===== src/hw/rtl/dss_pkg.sv =====
// ----------------------------------------------------------------------------
// dss_pkg
// Types, codes and helper functions shared by the sequencer modules.
// ----------------------------------------------------------------------------
package dss_pkg;

	// Width of the tick count registers and of the register index.
	localparam int TICK_W    = 7;
	localparam int CFG_IDX_W = 3;

	// Item codes.
	typedef enum logic [1:0] {
		ACT_TICK  = 2'd0,
		ACT_LOAD  = 2'd1,
		ACT_FIRE  = 2'd2,
		ACT_CLEAR = 2'd3
	} act_t;

	// Power state of a motor, also used for the hammer.
	typedef enum logic [1:0] {
		PWR_IDLE = 2'd0,
		PWR_ON   = 2'd1,
		PWR_COOL = 2'd2
	} pwr_t;

	// Register indexes.
	localparam logic [CFG_IDX_W-1:0] CFG_HEAD_ON    = 3'd0;
	localparam logic [CFG_IDX_W-1:0] CFG_HEAD_OFF   = 3'd1;
	localparam logic [CFG_IDX_W-1:0] CFG_SHEET_ON   = 3'd2;
	localparam logic [CFG_IDX_W-1:0] CFG_SHEET_OFF  = 3'd3;
	localparam logic [CFG_IDX_W-1:0] CFG_HAMMER_ON  = 3'd4;
	localparam logic [CFG_IDX_W-1:0] CFG_HAMMER_OFF = 3'd5;
	localparam logic [CFG_IDX_W-1:0] CFG_HEAD_MODE  = 3'd6;
	localparam logic [CFG_IDX_W-1:0] CFG_SHEET_MODE = 3'd7;

	// Register reset values.
	localparam logic [TICK_W-1:0] RST_HEAD_ON    = 7'd3;
	localparam logic [TICK_W-1:0] RST_HEAD_OFF   = 7'd0;
	localparam logic [TICK_W-1:0] RST_SHEET_ON   = 7'd2;
	localparam logic [TICK_W-1:0] RST_SHEET_OFF  = 7'd0;
	localparam logic [TICK_W-1:0] RST_HAMMER_ON  = 7'd7;
	localparam logic [TICK_W-1:0] RST_HAMMER_OFF = 7'd10;
	localparam logic              RST_HEAD_MODE  = 1'b1;
	localparam logic              RST_SHEET_MODE = 1'b1;

	// Configuration as seen by the datapath.
	typedef struct packed {
		logic [TICK_W-1:0] head_on;
		logic [TICK_W-1:0] head_off;
		logic [TICK_W-1:0] sheet_on;
		logic [TICK_W-1:0] sheet_off;
		logic [TICK_W-1:0] hammer_on;
		logic [TICK_W-1:0] hammer_off;
		logic              head_mode;
		logic              sheet_mode;
	} cfg_t;

	// Step event of a motor: fire marks a step, up gives its direction.
	typedef struct packed {
		logic fire;
		logic up;
	} step_t;

	// Coil bits for a phase: one coil, or the phase coil and the next one.
	function automatic logic [3:0] coil_pattern(input logic [1:0] phase, input logic mode);
		logic [3:0] pat;
		if (!mode) begin
			pat = 4'b0001 << phase;
		end else if (phase == 2'd3) begin
			pat = 4'b1001;
		end else begin
			pat = 4'b0011 << phase;
		end
		return pat;
	endfunction

endpackage


===== src/hw/rtl/dual_stepper_solenoid_sequencer_top.sv =====
// ----------------------------------------------------------------------------
// dual_stepper_solenoid_sequencer_top
// Two four-coil steppers and a hammer solenoid, advanced one item at a time.
// ----------------------------------------------------------------------------
// Path: an item passes the input register, then the state registers that
// also serve as the result register.
// Throughput: one item per cycle unless the result side stalls; the state update is one pass of logic.
// Reset: registers take their default values and all state clears at once.
module dual_stepper_solenoid_sequencer_top #(
	parameter int COUNT_BITS  = 16,
	parameter int ELAPSED_CAP = 100
) (
	input  logic                          clk,
	input  logic                          arst_n,
	input  logic                          item_valid,
	output logic                          item_ready,
	input  logic [1:0]                    action,
	input  logic                          motor_sel,
	input  logic signed [15:0]            step_count,
	output logic                          result_valid,
	input  logic                          result_ready,
	output logic [3:0]                    head_coils,
	output logic [3:0]                    sheet_coils,
	output logic                          hammer_drive,
	output logic signed [15:0]            head_position,
	output logic signed [15:0]            head_left,
	output logic signed [15:0]            sheet_left,
	output logic [1:0]                    head_mode,
	output logic [1:0]                    sheet_mode,
	output logic [1:0]                    hammer_mode,
	input  logic                          cfg_valid,
	output logic                          cfg_ready,
	input  logic [dss_pkg::CFG_IDX_W-1:0] cfg_index,
	input  logic [dss_pkg::TICK_W-1:0]    cfg_data
);
	import dss_pkg::*;

	localparam int EL_W = $clog2(ELAPSED_CAP + 1);
	localparam int WIDE = ((COUNT_BITS > 16) ? COUNT_BITS : 16) + 1;
	localparam logic signed [WIDE-1:0] MAX_W =
		{{(WIDE - COUNT_BITS + 1){1'b0}}, {(COUNT_BITS - 1){1'b1}}};
	localparam logic signed [WIDE-1:0] MIN_W = ~MAX_W;
	localparam logic signed [COUNT_BITS-1:0] CNT_MAX = MAX_W[COUNT_BITS-1:0];
	localparam logic signed [COUNT_BITS-1:0] CNT_MIN = MIN_W[COUNT_BITS-1:0];

	cfg_t cfg;

	// Input register.
	logic                valid_s1;
	logic [1:0]          action_s1;
	logic                motor_sel_s1;
	logic signed [15:0]  step_count_s1;

	// State registers, which also hold the result.
	logic                         result_valid_q;
	logic [1:0]                   head_phase_q, sheet_phase_q;
	pwr_t                         head_power_q, sheet_power_q, hammer_state_q;
	logic [EL_W-1:0]              head_elapsed_q, sheet_elapsed_q, hammer_elapsed_q;
	logic signed [COUNT_BITS-1:0] head_pending_q, sheet_pending_q, head_pos_q;
	logic [3:0]                   head_latch_q, sheet_latch_q;

	// Next-state values.
	logic [1:0]                   head_phase_d, sheet_phase_d;
	pwr_t                         head_power_d, sheet_power_d, hammer_state_d;
	logic [EL_W-1:0]              head_elapsed_d, sheet_elapsed_d, hammer_elapsed_d;
	logic signed [COUNT_BITS-1:0] head_pending_d, sheet_pending_d, head_pos_d;
	logic [3:0]                   head_latch_d, sheet_latch_d;
	step_t                        head_step, sheet_step;

	logic                         advance;
	logic                         update;
	act_t                         act;
	logic                         is_tick, is_load, is_fire, is_clear;
	logic                         hammer_on;
	logic signed [WIDE-1:0]       cnt_w;
	logic signed [COUNT_BITS-1:0] cnt_sat;
	logic signed [WIDE-1:0]       pos_w, head_left_w, sheet_left_w;

	dss_cfg u_cfg (
		.clk       (clk),
		.arst_n    (arst_n),
		.cfg_valid (cfg_valid),
		.cfg_ready (cfg_ready),
		.cfg_index (cfg_index),
		.cfg_data  (cfg_data),
		.cfg       (cfg)
	);

	// Handshake: the stage moves when the result slot is empty or being taken.
	assign advance    = !result_valid_q || result_ready;
	assign item_ready = !valid_s1 || advance;
	assign update     = valid_s1 && advance;

	// Item decode.
	assign act      = act_t'(action_s1);
	assign is_tick  = valid_s1 && (act == ACT_TICK);
	assign is_load  = valid_s1 && (act == ACT_LOAD);
	assign is_fire  = valid_s1 && (act == ACT_FIRE);
	assign is_clear = valid_s1 && (act == ACT_CLEAR);

	// Loaded count saturated to the counter range.
	always_comb begin
		cnt_w = WIDE'(step_count_s1);
		if (cnt_w > MAX_W) begin
			cnt_sat = CNT_MAX;
		end else if (cnt_w < MIN_W) begin
			cnt_sat = CNT_MIN;
		end else begin
			cnt_sat = cnt_w[COUNT_BITS-1:0];
		end
	end

	dss_hammer #(
		.ELAPSED_CAP (ELAPSED_CAP),
		.EL_W        (EL_W)
	) u_hammer (
		.tick      (is_tick),
		.fire      (is_fire),
		.on_ticks  (cfg.hammer_on),
		.off_ticks (cfg.hammer_off),
		.state_q   (hammer_state_q),
		.elapsed_q (hammer_elapsed_q),
		.state_d   (hammer_state_d),
		.elapsed_d (hammer_elapsed_d),
		.energized (hammer_on)
	);

	dss_motor #(
		.COUNT_BITS  (COUNT_BITS),
		.ELAPSED_CAP (ELAPSED_CAP),
		.EL_W        (EL_W)
	) u_head (
		.tick       (is_tick),
		.load       (is_load && !motor_sel_s1),
		.clear      (is_clear && !motor_sel_s1),
		.load_value (cnt_sat),
		.on_ticks   (cfg.head_on),
		.off_ticks  (cfg.head_off),
		.drive_mode (cfg.head_mode),
		.hammer_on  (hammer_on),
		.phase_q    (head_phase_q),
		.power_q    (head_power_q),
		.elapsed_q  (head_elapsed_q),
		.pending_q  (head_pending_q),
		.latch_q    (head_latch_q),
		.phase_d    (head_phase_d),
		.power_d    (head_power_d),
		.elapsed_d  (head_elapsed_d),
		.pending_d  (head_pending_d),
		.latch_d    (head_latch_d),
		.step       (head_step)
	);

	dss_motor #(
		.COUNT_BITS  (COUNT_BITS),
		.ELAPSED_CAP (ELAPSED_CAP),
		.EL_W        (EL_W)
	) u_sheet (
		.tick       (is_tick),
		.load       (is_load && motor_sel_s1),
		.clear      (is_clear && motor_sel_s1),
		.load_value (cnt_sat),
		.on_ticks   (cfg.sheet_on),
		.off_ticks  (cfg.sheet_off),
		.drive_mode (cfg.sheet_mode),
		.hammer_on  (hammer_on),
		.phase_q    (sheet_phase_q),
		.power_q    (sheet_power_q),
		.elapsed_q  (sheet_elapsed_q),
		.pending_q  (sheet_pending_q),
		.latch_q    (sheet_latch_q),
		.phase_d    (sheet_phase_d),
		.power_d    (sheet_power_d),
		.elapsed_d  (sheet_elapsed_d),
		.pending_d  (sheet_pending_d),
		.latch_d    (sheet_latch_d),
		.step       (sheet_step)
	);

	// Head position follows head steps, saturates at the counter range and clears with a head clear.
	always_comb begin
		head_pos_d = head_pos_q;
		if (is_clear && !motor_sel_s1) begin
			head_pos_d = '0;
		end else if (head_step.fire) begin
			if (head_step.up) begin
				head_pos_d = (head_pos_q == CNT_MAX) ? head_pos_q
					: head_pos_q + COUNT_BITS'(1);
			end else begin
				head_pos_d = (head_pos_q == CNT_MIN) ? head_pos_q
					: head_pos_q - COUNT_BITS'(1);
			end
		end
	end

	// Input register payload.
	always_ff @(posedge clk) begin
		if (item_valid && item_ready) begin
			action_s1     <= action;
			motor_sel_s1  <= motor_sel;
			step_count_s1 <= step_count;
		end
	end

	// Control and state registers.
	always_ff @(posedge clk or negedge arst_n) begin
		if (!arst_n) begin
			valid_s1         <= 1'b0;
			result_valid_q   <= 1'b0;
			head_phase_q     <= '0;
			sheet_phase_q    <= '0;
			head_power_q     <= PWR_IDLE;
			sheet_power_q    <= PWR_IDLE;
			hammer_state_q   <= PWR_IDLE;
			head_elapsed_q   <= '0;
			sheet_elapsed_q  <= '0;
			hammer_elapsed_q <= '0;
			head_pending_q   <= '0;
			sheet_pending_q  <= '0;
			head_pos_q       <= '0;
			head_latch_q     <= '0;
			sheet_latch_q    <= '0;
		end else begin
			if (item_ready) begin
				valid_s1 <= item_valid;
			end
			if (advance) begin
				result_valid_q <= valid_s1;
			end
			if (update) begin
				head_phase_q     <= head_phase_d;
				sheet_phase_q    <= sheet_phase_d;
				head_power_q     <= head_power_d;
				sheet_power_q    <= sheet_power_d;
				hammer_state_q   <= hammer_state_d;
				head_elapsed_q   <= head_elapsed_d;
				sheet_elapsed_q  <= sheet_elapsed_d;
				hammer_elapsed_q <= hammer_elapsed_d;
				head_pending_q   <= head_pending_d;
				sheet_pending_q  <= sheet_pending_d;
				head_pos_q       <= head_pos_d;
				head_latch_q     <= head_latch_d;
				sheet_latch_q    <= sheet_latch_d;
			end
		end
	end

	// Result fields, counters shown as their low sixteen bits.
	assign pos_w        = WIDE'(head_pos_q);
	assign head_left_w  = WIDE'(head_pending_q);
	assign sheet_left_w = WIDE'(sheet_pending_q);

	assign result_valid  = result_valid_q;
	assign head_coils    = head_latch_q;
	assign sheet_coils   = sheet_latch_q;
	assign hammer_drive  = (hammer_state_q == PWR_ON);
	assign head_position = pos_w[15:0];
	assign head_left     = head_left_w[15:0];
	assign sheet_left    = sheet_left_w[15:0];
	assign head_mode     = head_power_q;
	assign sheet_mode    = sheet_power_q;
	assign hammer_mode   = hammer_state_q;

endmodule


===== src/hw/rtl/dss_cfg.sv =====
// ----------------------------------------------------------------------------
// dss_cfg
// Configuration register file, written through its own valid/ready channel.
// ----------------------------------------------------------------------------
module dss_cfg (
	input  logic                           clk,
	input  logic                           arst_n,
	input  logic                           cfg_valid,
	output logic                           cfg_ready,
	input  logic [dss_pkg::CFG_IDX_W-1:0]  cfg_index,
	input  logic [dss_pkg::TICK_W-1:0]     cfg_data,
	output dss_pkg::cfg_t                  cfg
);
	import dss_pkg::*;

	cfg_t cfg_q;

	// Writes are always taken.
	assign cfg_ready = 1'b1;
	assign cfg       = cfg_q;

	// One register is updated per transfer.
	always_ff @(posedge clk or negedge arst_n) begin
		if (!arst_n) begin
			cfg_q.head_on    <= RST_HEAD_ON;
			cfg_q.head_off   <= RST_HEAD_OFF;
			cfg_q.sheet_on   <= RST_SHEET_ON;
			cfg_q.sheet_off  <= RST_SHEET_OFF;
			cfg_q.hammer_on  <= RST_HAMMER_ON;
			cfg_q.hammer_off <= RST_HAMMER_OFF;
			cfg_q.head_mode  <= RST_HEAD_MODE;
			cfg_q.sheet_mode <= RST_SHEET_MODE;
		end else if (cfg_valid) begin
			case (cfg_index)
				CFG_HEAD_ON:    cfg_q.head_on    <= cfg_data;
				CFG_HEAD_OFF:   cfg_q.head_off   <= cfg_data;
				CFG_SHEET_ON:   cfg_q.sheet_on   <= cfg_data;
				CFG_SHEET_OFF:  cfg_q.sheet_off  <= cfg_data;
				CFG_HAMMER_ON:  cfg_q.hammer_on  <= cfg_data;
				CFG_HAMMER_OFF: cfg_q.hammer_off <= cfg_data;
				CFG_HEAD_MODE:  cfg_q.head_mode  <= cfg_data[0];
				CFG_SHEET_MODE: cfg_q.sheet_mode <= cfg_data[0];
				default: begin
				end
			endcase
		end
	end

endmodule


===== src/hw/rtl/dss_motor.sv =====
// ----------------------------------------------------------------------------
// dss_motor
// Next-state logic of one stepper: power sequencing, phase, pending count
// and coil latch, plus the load and clear commands.
// ----------------------------------------------------------------------------
module dss_motor #(
	parameter int COUNT_BITS  = 16,
	parameter int ELAPSED_CAP = 100,
	parameter int EL_W        = $clog2(ELAPSED_CAP + 1)
) (
	input  logic                         tick,
	input  logic                         load,
	input  logic                         clear,
	input  logic signed [COUNT_BITS-1:0] load_value,
	input  logic [dss_pkg::TICK_W-1:0]   on_ticks,
	input  logic [dss_pkg::TICK_W-1:0]   off_ticks,
	input  logic                         drive_mode,
	input  logic                         hammer_on,
	input  logic [1:0]                   phase_q,
	input  dss_pkg::pwr_t                power_q,
	input  logic [EL_W-1:0]              elapsed_q,
	input  logic signed [COUNT_BITS-1:0] pending_q,
	input  logic [3:0]                   latch_q,
	output logic [1:0]                   phase_d,
	output dss_pkg::pwr_t                power_d,
	output logic [EL_W-1:0]              elapsed_d,
	output logic signed [COUNT_BITS-1:0] pending_d,
	output logic [3:0]                   latch_d,
	output dss_pkg::step_t               step
);
	import dss_pkg::*;

	localparam int CMP_W = (EL_W > TICK_W) ? EL_W : TICK_W;
	localparam logic [EL_W-1:0] CAP = EL_W'(ELAPSED_CAP);

	logic             pend_nz;
	logic             pend_pos;
	logic [CMP_W-1:0] el_c;
	logic [CMP_W-1:0] on_c;
	logic [CMP_W-1:0] off_c;
	logic             do_step;
	logic             go_cool;
	logic             go_idle;
	logic             clr_latch;
	logic             hold;
	logic [EL_W-1:0]  el_base;

	assign pend_nz  = |pending_q;
	assign pend_pos = pend_nz && !pending_q[COUNT_BITS-1];
	assign el_c     = CMP_W'(elapsed_q);
	assign on_c     = CMP_W'(on_ticks);
	assign off_c    = CMP_W'(off_ticks);

	// Next power state and the action taken on this tick.
	always_comb begin
		power_d   = power_q;
		do_step   = 1'b0;
		go_cool   = 1'b0;
		go_idle   = 1'b0;
		clr_latch = 1'b0;
		hold      = 1'b0;
		if (tick) begin
			case (power_q)
				PWR_ON: begin
					if (elapsed_q == '0) begin
						// A fresh step waits while the hammer is energized.
						if (!hammer_on) begin
							do_step = 1'b1;
						end else begin
							hold = 1'b1;
						end
					end else if (on_c <= el_c) begin
						if (off_ticks != '0) begin
							go_cool = 1'b1;
						end else if (pend_nz) begin
							do_step = 1'b1;
						end else begin
							go_idle = 1'b1;
						end
					end
				end
				PWR_COOL: begin
					if (off_c <= el_c) begin
						if (pend_nz) begin
							do_step = 1'b1;
						end else begin
							go_idle = 1'b1;
						end
					end
				end
				PWR_IDLE: begin
					if (pend_nz) begin
						do_step = 1'b1;
					end else begin
						clr_latch = 1'b1;
					end
				end
				default: begin
				end
			endcase
			if (do_step) begin
				power_d = PWR_ON;
			end else if (go_cool) begin
				power_d = PWR_COOL;
			end else if (go_idle) begin
				power_d = PWR_IDLE;
			end
		end
	end

	// Phase, pending count, coils and elapsed counter.
	always_comb begin
		step.fire = do_step;
		step.up   = pend_pos;

		phase_d = phase_q;
		if (do_step) begin
			phase_d = pend_pos ? phase_q + 2'd1 : phase_q - 2'd1;
		end

		pending_d = pending_q;
		if (clear) begin
			pending_d = '0;
		end else if (load) begin
			pending_d = load_value;
		end else if (do_step) begin
			pending_d = pend_pos ? pending_q - COUNT_BITS'(1) : pending_q + COUNT_BITS'(1);
		end

		latch_d = latch_q;
		if (do_step) begin
			latch_d = coil_pattern(phase_d, drive_mode);
		end else if (go_cool || go_idle || clr_latch) begin
			latch_d = '0;
		end

		el_base = (do_step || go_cool || go_idle) ? '0 : elapsed_q;
		if (!tick || hold) begin
			elapsed_d = el_base;
		end else if (el_base < CAP) begin
			elapsed_d = el_base + EL_W'(1);
		end else begin
			elapsed_d = el_base;
		end
	end

endmodule


===== src/hw/rtl/dss_hammer.sv =====
// ----------------------------------------------------------------------------
// dss_hammer
// Next-state logic of the hammer solenoid: fire, on-time and recovery.
// ----------------------------------------------------------------------------
module dss_hammer #(
	parameter int ELAPSED_CAP = 100,
	parameter int EL_W        = $clog2(ELAPSED_CAP + 1)
) (
	input  logic                       tick,
	input  logic                       fire,
	input  logic [dss_pkg::TICK_W-1:0] on_ticks,
	input  logic [dss_pkg::TICK_W-1:0] off_ticks,
	input  dss_pkg::pwr_t              state_q,
	input  logic [EL_W-1:0]            elapsed_q,
	output dss_pkg::pwr_t              state_d,
	output logic [EL_W-1:0]            elapsed_d,
	output logic                       energized
);
	import dss_pkg::*;

	localparam int CMP_W = (EL_W > TICK_W) ? EL_W : TICK_W;
	localparam logic [EL_W-1:0] CAP = EL_W'(ELAPSED_CAP);

	logic            restart;
	logic [EL_W-1:0] el_base;

	// Next state; a fire restarts the on-time even when busy.
	always_comb begin
		state_d = state_q;
		restart = 1'b0;
		if (fire) begin
			state_d = PWR_ON;
			restart = 1'b1;
		end else if (tick) begin
			case (state_q)
				PWR_IDLE: begin
				end
				PWR_ON: begin
					if (CMP_W'(elapsed_q) >= CMP_W'(on_ticks)) begin
						state_d = PWR_COOL;
						restart = 1'b1;
					end
				end
				default: begin
					if (CMP_W'(elapsed_q) >= CMP_W'(off_ticks)) begin
						state_d = PWR_IDLE;
						restart = 1'b1;
					end
				end
			endcase
		end
	end

	// Elapsed counter and drive.
	always_comb begin
		el_base = restart ? '0 : elapsed_q;
		if (tick && el_base < CAP) begin
			elapsed_d = el_base + EL_W'(1);
		end else begin
			elapsed_d = el_base;
		end
		energized = (state_d == PWR_ON);
	end

endmodule


===== config.mk =====
export PLATFORM = sky130hd
export DESIGN_NAME = dual_stepper_solenoid_sequencer_top
export DESIGN_NICKNAME = d
export VERILOG_FILES = /design/src/hw/rtl/dss_pkg.sv /design/src/hw/rtl/dual_stepper_solenoid_sequencer_top.sv /design/src/hw/rtl/dss_cfg.sv /design/src/hw/rtl/dss_motor.sv /design/src/hw/rtl/dss_hammer.sv
export SDC_FILE = /design/constraint.sdc
export NUM_CORES = 1
export LEC_CHECK = 0
export BUFFER_PORTS_ARGS = -buffer_cell sky130_fd_sc_hd__buf_4
export CAP_MARGIN = 10
export CORE_UTILIZATION = 45
export DETAILED_ROUTE_END_ITERATION = 8
export PLACE_DENSITY_LB_ADDON = 0.15
export SLEW_MARGIN = 30
export SYNTH_ARGS = -nofsm -noshare
export SYNTH_HDL_FRONTEND = slang
export SYNTH_SLANG_ARGS = --single-unit

===== constraint.sdc =====
create_clock -name clk -period 4.4 [get_ports clk]
set_input_delay 0.88 -clock clk [delete_from_list [all_inputs] [get_ports clk]]
set_output_delay 0.88 -clock clk [all_outputs]
set_load 0.01 [all_outputs]

==> results.cfg, run 1 <==
[global_route]
use_met2_pct = 37.6
grt.busiest_layer = met2
overflow = 0
antenna_found_initial = 0
met1_usage_pct = 34.2
grt_pass1_wl_um = 42400
grt_start_max_net_pins = 89
grt_use_total_pct = 24.0
grt_util_met3_pct = 3.59
first_global_vias = 8006

[power]
combPwrFrac_pct = 55.3
cellPowerDensity_mw_per_mm2 = 726
power_frac_seq_pct = 27.8
p_sw_mw = 3.70
peakVddDrop_uv = 363
p_leak_nw = 5.25
swShare_pct = 43.3
clock_power_share_pct = 16.9
p_int_mw = 4.85

[placed_design]
place_congestion = 0.871
io_buffers = 98
dpl.hpwl_um = 19700

[min_path]
hp-start = sheet_coils[2]$_DFFE_PN0P_
worstHoldEndpoint = sheet_coils[2]$_DFFE_PN0P_
worstHoldPathCells = 2
hp-class = flop to flop

[layout]
seqCellArea_mm2 = 0.00391
final_nets = 1337
multi_input_area_mm2 = 0.00585
areaGrowthSynthToFinish_pct = 16.7
antenna_cells = 0
final_layout_size_suffix_gt1_share_pct = 17.6
fin_util_pct = 53.7
n_fill_cell = 2017

[worst_setup_path]
crit_type = flop to flop
worstReg2RegEnd = head_left[12]$_DFFE_PN0P_
r2r_slack_ns = 0.43
critPathRequiredTime_ns = 4.71
cp_max_fo = 20
r2r_cells = 14
crit_path_end_kind = flop
cp-start-kind = flop
r2r_start = head_left[2]$_DFFE_PN0P_
arrival_ns = 4.28

[yosys]
synth_ff_type = dfrtp_1
synth_edf_count = 19
syn_nets = 1231
synthCells = 1091
async_flop_share_pct = 87.5
synth.distinct_cells = 73
synth-seq-cells = 152
avgSynthCellArea_um2 = 9.24
yosysWarnings = 0
syn_area_mm2 = 0.0101
ys_seq_area_share_pct = 38.8

[drt]
drt_wl_total_um = 26500
vias = 8579
drc = 0
first_pass_iters = 6
drt_iter0_markers = 470
wl_per_cell_um = 17.8
detail-route-antenna-nets = 0
viasPerCell = 5.76

[sta]
finalHoldViolCount = 0
finalSetupViolCount = 0
rsz0062_at_grt = false
worst_slew_pin_slew_ns = 0.874
slew-limit-headroom_pct = 41.7
fin_crit_sh_pct = 90.3
setup_tns_ns = 0
report.final.slew_viol_count = 0
finalClockSkew_ns = 0.0124
fmax_ghz = 0.252
min_period_ns = 3.97

[clock_network]
clock_sinks = 152
cts_setup_buffers = 0
cts_hold_buf = 0
cts_tree = built
cts.repair.resized = 0
cts_buffer_depth = 2
numCtsBuffers = 17
clk_pin_slew_ns = 0.07
cts_max_level = 4
root_buffer = clkbuf_16
clk_latency_ns = 0.43

[floorplan]
placementRows = 54
ios = 100
coreArea_mm2 = 0.0219
start_util_pct = 46.0
die-area_mm2 = 0.0230
die_x_um = 152
die_y_um = 152

[job]
maxCapViolations = 0

[status]
status = completed
## logic make-up after synthesis
logic type	synth area share [%]
other	0.0372
XOR/XNOR	3.56
AO/OA/AOI/OAI	18.2
multiplexers	4.40
AND/OR/NAND/NOR	18.3
buffers and inverters	3.32
adder cells (fa/ha/maj)	13.4
flip-flops	38.8
## worst max-delay path by stage
stage,start,endpoint,slack [ns],cells after the start
2_1_floorplan,head_left[0]$_DFFE_PN0P_,head_left[12]$_DFFE_PN0P_,0.89,16
3_3_place_gp,head_left[2]$_DFFE_PN0P_,head_position[15]$_DFFE_PN0P_,0.57,14
3_5_place_dp,head_left[11]$_DFFE_PN0P_,head_left[12]$_DFFE_PN0P_,0.51,14
4_1_cts,head_left[2]$_DFFE_PN0P_,head_left[12]$_DFFE_PN0P_,0.49,14
5_1_grt,head_left[2]$_DFFE_PN0P_,head_position[13]$_DFFE_PN0P_,0.15,14
6_report,head_left[2]$_DFFE_PN0P_,head_left[12]$_DFFE_PN0P_,0.43,14
## metal layers
layer / wire [µm] / vias to the layer above / share of wire [%]
li1: - / 4228 / -
met1: 12800 / 4123 / 49
met2: 12000 / 202 / 45
met3: 1140 / 26 / 4.3
met4: 474 / 0 / 1.8
met5: 0 / - / 0
## flip-flops by register name, indices dropped and copies added (netlist names)
signal / cells
act: 2
step_count_s1: 16
head_phase_q: 2
head_coils: 4
sheet_coils: 4
sheet_elapsed_q: 7
head_position: 16
result_valid: 1
sheet_left: 16
sheet_mode: 2
u_cfg.cfg: 44
head_mode: 2
sheet_phase_q: 2
motor_sel_s1: 1
valid_s1: 1
head_elapsed_q: 7
head_left: 16
hammer_mode: 2
hammer_elapsed_q: 7
## stage by stage
stage | hold WS, ns | instance area (µm²) | setup WS, ns | total power, mW | instances
2_1_floorplan | 0.471 | 10100 | 0.893 | 5.70 | 1091
6_report | 0.487 | 11800 | 0.428 | 8.54 | 1490
3_3_place_gp | 0.473 | 11200 | 0.575 | 6.99 | 1458
5_1_grt | 0.523 | 11800 | 0.154 | 9.31 | 1490
3_5_place_dp | 0.481 | 11200 | 0.506 | 7.08 | 1458
4_1_cts | 0.495 | 11800 | 0.494 | 8.56 | 1490
## cells in the mapped netlist, types with 20 or more instances
library cell | instances | share of area [%]
ha_1 | 103 | 13
nor3_1 | 26 | 1.3
o21ai_0 | 74 | 3.7
nand3_1 | 23 | 1.1
a21oi_1 | 69 | 3.4
inv_1 | 50 | 1.9
o21ai_1 | 21 | 1.0
a31oi_1 | 20 | 1.2
nand2_1 | 121 | 4.5
xnor2_1 | 22 | 1.9
dfrtp_1 | 123 | 31
nor2_1 | 88 | 3.3
mux2_2 | 34 | 3.8
## power groups by stage
stage	logic, mW	registers (mW)	clock network [mW]
finish	4.72	2.38	1.44
global route	5.34	2.44	1.53
CTS	4.71	2.37	1.48
detailed placement	4.69	2.39	0
global placement	4.61	2.38	0
floorplan	3.36	2.34	0
## worst max-delay path: stages (launching register included)
cell	delay [ns]
dfrtp_1	0.41
nor4_1	0.37
and4_1	0.49
or2_2	0.35
inv_4	0.17
fa_1	0.45
a21o_1	0.18
a21oi_1	0.28
o21a_1	0.18
o31ai_1	0.11
nor3_1	0.20
nor2_1	0.07
or3_1	0.31
a31oi_1	0.17
a21oi_1	0.08
## area by class of cell
type / instances / area share [%]
Multi-Input combinational cell: 857 / 49.7
Sequential cell: 152 / 33.2
Timing Repair Buffer: 117 / 7.50
Clock buffer: 22 / 4.13
Tap cell: 280 / 2.98
Inverter: 52 / 1.68
Clock inverter: 10 / 0.776
## placed cells by master, fill, tap and decap left out, types with 18 or more instances in the layout
cell,n
buf_4,116
a31oi_1,20
nor4_1,18
inv_1,50
o21ai_0,73
xor2_1,19
nor2_1,88
edfxtp_1,19
dfrtp_1,123
clkbuf_16,18
ha_1,103
nand2_1,121
nand3_1,23
xnor2_1,22
o21ai_1,22
mux2_2,34
a21oi_1,68
nor3_1,25
(Power assumes the default switching activity.)
==> run 2: changes to the inputs <==
--- a/config.mk
+++ b/config.mk
@@ -5,10 +5,11 @@
 export SDC_FILE = /design/constraint.sdc
 export NUM_CORES = 1
 export LEC_CHECK = 0
-export BUFFER_PORTS_ARGS = -buffer_cell sky130_fd_sc_hd__buf_4
+export ABC_AREA = 1
 export CAP_MARGIN = 10
 export CORE_UTILIZATION = 45
 export DETAILED_ROUTE_END_ITERATION = 8
+export DONT_BUFFER_PORTS = 1
 export PLACE_DENSITY_LB_ADDON = 0.15
 export SLEW_MARGIN = 30
 export SYNTH_ARGS = -nofsm -noshare
==> run 2 against run 1 <==
Effect of this change:
- global-route usage shrank 1.1 points
- worst hold slack got worse by 0.34 ns
- via count up 2.1%
- sequential power rose by 4%
- clock skew grew 0.00070 ns
- final cell count rose by 12%
- synthesized cell count up 22%
- maximum frequency fell by 0.17%
- design area down 2.7%
- highest routed layer unchanged
- critical path type unchanged
- die area grew 4.7%
- clock-buffer cell count fell by 3
- sequential cell count unchanged
==> results.cfg, run 2 <==
[sta]
setup_slack_ns = 0.421
finalClockSkew_ns = 0.0131
rsz0062_at_grt = false
min_period_ns = 3.98
whs_ns = 0.145
fmax_ghz = 0.251
worst_slew_pin_slew_ns = 0.770
finalHoldViolCount = 0
finalSetupViolCount = 0
report.final.slew_viol_count = 0
setup_tns_ns = 0
slew-limit-headroom_pct = 48.6
fin_crit_sh_pct = 90.4

[placed_design]
place_ws_ns = 0.489
io_buffers = 0
place_congestion = 0.872
dpl.hpwl_um = 19400
post-place-cells = 1630
placed_area_mm2 = 0.0109

[worst_setup_path]
crit_buf_inv = 2
cpLargestDelayFamily = simple AND/OR/NAND/NOR gates
cp_max_fo = 21
critPathRequiredTime_ns = 4.70
crit_type = flop to flop
crit_slowest_cell = dfrtp_1
crit_chain = inv_2, nand3_1, nor2_1, and2_1, nor2_4, inv_1, ha_1, nand2_1, nand2_1, a31oi_1, o221ai_1, nand2_1, nand2_1, nand2_1, nand2_1, nand2_1, nand2_1, a21oi_1, xor2_1, o21ai_0
r2r_slack_ns = 0.42
crit_path_end_kind = flop
cp_slowest_stage_delay_ns = 0.55
arrival_ns = 4.28
cp-start-kind = flop
cp_common_cell = nand2_1

[layout]
stdcell_count = 1662
design_area_mm2 = 0.0115
final_common_cell = nand2_1
areaGrowthSynthToFinish_pct = 8.46
largest_reg_flops = 44
layout_common_cells = 282 x nand2_1, 171 x inv_1, 123 x dfrtp_1
fin_util_pct = 50.1
final_nets = 1476
antenna_cells = 0
final_layout_size_suffix_gt1_share_pct = 8.67

[global_route]
antenna_found_initial = 0
grt_pass1_wl_um = 43000
first_global_vias = 8444
overflow = 0
grt_use_total_pct = 22.8
grt_start_max_net_pins = 134

[floorplan]
coreArea_mm2 = 0.0228
ios = 100
start_util_pct = 46.2
placementRows = 55
die_y_um = 155
die-area_mm2 = 0.0241
die_x_um = 155

[yosys]
synth_common_cells = 282 x nand2_1, 171 x inv_1, 123 x dfrtp_1
synth.distinct_cells = 55
synth_top_cell_area_share_pct = 29.2
synth-seq-cells = 152
synth.area.top_cells = dfrtp_1 29%, ha_1 12%, nand2_1 10%
syn_nets = 1474
synth_ff_type = dfrtp_1
synthCells = 1334
ys_seq_area_share_pct = 37.0
synth_top_cell_by_area = dfrtp_1
avgSynthCellArea_um2 = 7.91
synth_edf_count = 19
async_flop_share_pct = 87.5
yosysWarnings = 0
synth.most_common_cell = nand2_1
syn_area_mm2 = 0.0106

[clock_network]
root_buffer = clkbuf_16
numCtsBuffers = 17
clk_latency_ns = 0.43
cts.repair.resized = 0
cts_buffer_depth = 2
cts_hold_buf = 0
clock_sinks = 152
cts_setup_buffers = 0
cts_tree = built
clk_pin_slew_ns = 0.07
cts_max_level = 4

[drt]
detail-route-antenna-nets = 0
wl_per_cell_um = 15.7
vias = 8756
first_pass_iters = 6
drt_iter0_markers = 416
drc = 0
viasPerCell = 5.27
drt_wl_total_um = 26100

[power]
cellPowerDensity_mw_per_mm2 = 726
peakVddDrop_uv = 361
p_leak_nw = 5.53
p_total_mw = 8.32

[job]
maxCapViolations = 0

[min_path]
hp-class = primary input to asynchronous set/reset pin

[status]
status = completed
-- run 2: path summary, 6_finish.rpt --
| kind | startpoint | endpoint | cells past startpoint |
|---|---|---|---|
| setup / recovery | head_left[0]$_DFFE_PN0P_ | head_position[12]$_DFFE_PN0P_ | 20 |
| hold / removal | arst_n | sheet_left[9]$_DFFE_PN0P_ | 0 |
| setup reg to reg | head_left[0]$_DFFE_PN0P_ | head_position[12]$_DFFE_PN0P_ | 20 |
| hold reg to reg | u_cfg.cfg[7]$_DFFE_PN0P_ | u_cfg.cfg[7]$_DFFE_PN0P_ | 2 |
| max in group asynchronous | arst_n | u_cfg.cfg[38]$_DFFE_PN1P_ | 0 |
| min in group clk | u_cfg.cfg[7]$_DFFE_PN0P_ | u_cfg.cfg[7]$_DFFE_PN0P_ | 2 |
-- run 2: per-layer routing --
layer | part of all wire (%) | GRT usage [%] | vias up
met2 | 47 | 38.8 | 169
met3 | 4.5 | 4.71 | 24
met5 | 0 | 0 | -
met1 | 47 | 29.5 | 4076
li1 | - | - | 4487
met4 | 1.5 | 6.21 | 0
-- run 2: cell families after synthesis --
| group | after synthesis | share of synthesized area [%] |
|---|---|---|
| compound gates | 296 | 16.1 |
| flops | 152 | 37.0 |
| mux | 2 | 0.190 |
| fa+ha+maj | 106 | 12.8 |
| simple gates | 527 | 22.5 |
| xor+xnor | 41 | 3.54 |
| other cells | 1 | 0.0355 |
| buf+inv | 209 | 7.86 |
-- run 2: final cells by class --
type | instances | area, µm²
clock buffer | 19 | 443
clock inverter | 13 | 145
fill | 2221 | 11400
inverter | 188 | 711
multi-input combinational | 973 | 5820
sequential | 152 | 3910
tap | 313 | 392
timing repair buffer | 4 | 30.0
-- run 2: report_power, final --
| group | leakage (nW) | switching (mW) | internal (mW) |
|---|---|---|---|
| Clock | 0.287 | 0.627 | 0.857 |
| Sequential | 1.85 | 0.627 | 1.85 |
| Combinational | 3.39 | 2.65 | 1.71 |
| Total | 5.53 | 3.90 | 4.42 |
==> run 3: changes to the inputs <==
--- a/config.mk
+++ b/config.mk
@@ -11,6 +11,7 @@
 export DETAILED_ROUTE_END_ITERATION = 8
 export DONT_BUFFER_PORTS = 1
 export PLACE_DENSITY_LB_ADDON = 0.15
+export REMOVE_ABC_BUFFERS = 1
 export SLEW_MARGIN = 30
 export SYNTH_ARGS = -nofsm -noshare
 export SYNTH_HDL_FRONTEND = slang
==> run 3 against run 2 <==
Effect of this change:
- highest routed layer is now met5
- design area is 0.26% higher
- critical endpoint unchanged
- power is 1.1% higher
- largest cell class unchanged
- combinational power hardly changed
- non-clock buffer count stayed put
- first-iteration DRC count is 22% higher
- largest power group unchanged
==> results.cfg, run 3 (same netlist as run 2, synthesis figures left out) <==
[worst_setup_path]
crit_path_end_kind = flop
worstReg2RegEnd = head_position[12]$_DFFE_PN0P_
crit_chain = inv_2, nand3_1, nor2_1, and2_1, nor2_4, inv_1, ha_1, nand2_1, nand2_1, a31oi_1, o221ai_1, nand2_1, nand2_1, nand2_1, nand2_1, nand2_1, nand2_1, a21oi_1, xor2_1, o21ai_0
cp_slowest_stage_delay_ns = 0.50
arrival_ns = 3.96
r2r_slack_ns = 0.74
critPathRequiredTime_ns = 4.70
r2r_cells = 20
cp_max_fo = 14
crit_type = flop to flop
crit_slowest_cell = dfrtp_1
cpLargestDelayFamily = simple AND/OR/NAND/NOR gates
crit_buf_inv = 2
r2r_start = head_left[0]$_DFFE_PN0P_
cp_common_cell = nand2_1
startpoint = head_left[0]$_DFFE_PN0P_
cp-start-kind = flop
endpoint = head_position[12]$_DFFE_PN0P_
crit_cells = 20

[drt]
drt_iter0_markers = 507
viasPerCell = 5.25
drt_wl_total_um = 26500
detail-route-antenna-nets = 0
vias = 8725
first_pass_iters = 5
drc = 0
wl_per_cell_um = 15.9

[clock_network]
cts_setup_buffers = 0
clk_latency_ns = 0.44
root_buffer = clkbuf_16
clk_pin_slew_ns = 0.07
clock_sinks = 152
numCtsBuffers = 17
cts_tree = built
cts_hold_buf = 0
cts_max_level = 4
cts_buffer_depth = 2
cts.repair.resized = 0

[floorplan]
die_x_um = 155
die-area_mm2 = 0.0241
placementRows = 55
die_y_um = 155
ios = 100
start_util_pct = 46.2
coreArea_mm2 = 0.0228

[layout]
design_area_mm2 = 0.0115
areaGrowthSynthToFinish_pct = 8.75
final_layout_size_suffix_gt1_share_pct = 8.75
stdcell_count = 1663
final_common_cell = nand2_1
final_nets = 1476
layout_common_cells = 282 x nand2_1, 171 x inv_1, 123 x dfrtp_1
n_fill_cell = 2237
largest_reg_flops = 44

[global_route]
first_global_vias = 8322
grt_pass1_wl_um = 43200
antenna_found_initial = 2
grt_use_total_pct = 23.0
grt_start_max_net_pins = 134
overflow = 0

[job]
maxCapViolations = 0

[sta]
rsz0062_at_grt = false
setup_tns_ns = 0
finalSetupViolCount = 0
slew-limit-headroom_pct = 47.0
report.final.slew_viol_count = 0
fin_crit_sh_pct = 83.2
setup_slack_ns = 0.739
worst_slew_pin_slew_ns = 0.792
min_period_ns = 3.66
finalClockSkew_ns = 0.0172
fmax_ghz = 0.273
finalHoldViolCount = 0

[placed_design]
placed_area_mm2 = 0.0109
place_ws_ns = 0.771
post-place-cells = 1630
io_buffers = 0
place_congestion = 0.875
dpl.hpwl_um = 19800

[power]
p_leak_nw = 5.54
cellPowerDensity_mw_per_mm2 = 732
peakVddDrop_uv = 389
p_total_mw = 8.41

[status]
status = completed

[min_path]
hp-class = primary input to asynchronous set/reset pin
==> run 3: cell types whose count changed in the layout (fill, tap and decap cells not counted) <==
cell / previous run / this run
clkbuf_1: 1 / 0
clkinv_4: 5 / 3
diode_2: 0 / 1
clkinv_2: 2 / 1
inv_6: 2 / 5
bufinv_16: 2 / 3
clkbuf_8: 1 / 0
inv_8: 1 / 2
==> run 3: report_power, final <==
group	switching [mW]	internal, mW
Clock	0.662	0.908
Combinational	2.64	1.71
Sequential	0.638	1.85
==> run 3: layout make-up <==
class,count,area [µm²],area share [%]
Clock inverter,15,190,1.66
Clock buffer,17,425,3.71
Sequential cell,152,3910,34.1
Tap cell,313,392,3.41
Multi-Input combinational cell,973,5820,50.7
Inverter,188,711,6.19
Timing Repair Buffer,4,30.0,0.262
Antenna cell,1,2.50,0.0218
==> run 3: worst min path at each step <==
stage	cells past startpoint	from	to
2_1_floorplan	2	u_cfg.cfg[12]$_DFFE_PN0P_	u_cfg.cfg[12]$_DFFE_PN0P_
3_3_place_gp	2	u_cfg.cfg[7]$_DFFE_PN0P_	u_cfg.cfg[7]$_DFFE_PN0P_
4_1_cts	0	arst_n	head_left[8]$_DFFE_PN0P_
6_report	0	arst_n	hammer_elapsed_q[6]$_DFFE_PN0P_
5_1_grt	0	arst_n	hammer_elapsed_q[4]$_DFFE_PN0P_
3_5_place_dp	2	u_cfg.cfg[7]$_DFFE_PN0P_	u_cfg.cfg[7]$_DFFE_PN0P_
==> run 3: layer usage <==
layer  part of all wire, %  global-route usage (%)  vias to the layer above
met1                    46                    29.3                     4049
met4                   1.6                    7.05                        2
met5                 0.049                       0                        -
met2                    48                    38.7                      148
li1                      -                       -                     4496
met3                   4.7                    5.43                       30
==> run 3: metrics by stage <==
stage                     util, %  hold WS (ns)
after floorplan                 -         0.453
after global placement       47.5         0.468
after detailed placement     47.5         0.476
after CTS                    50.2         0.115
after global routing         50.2         0.117
final                        50.3         0.141
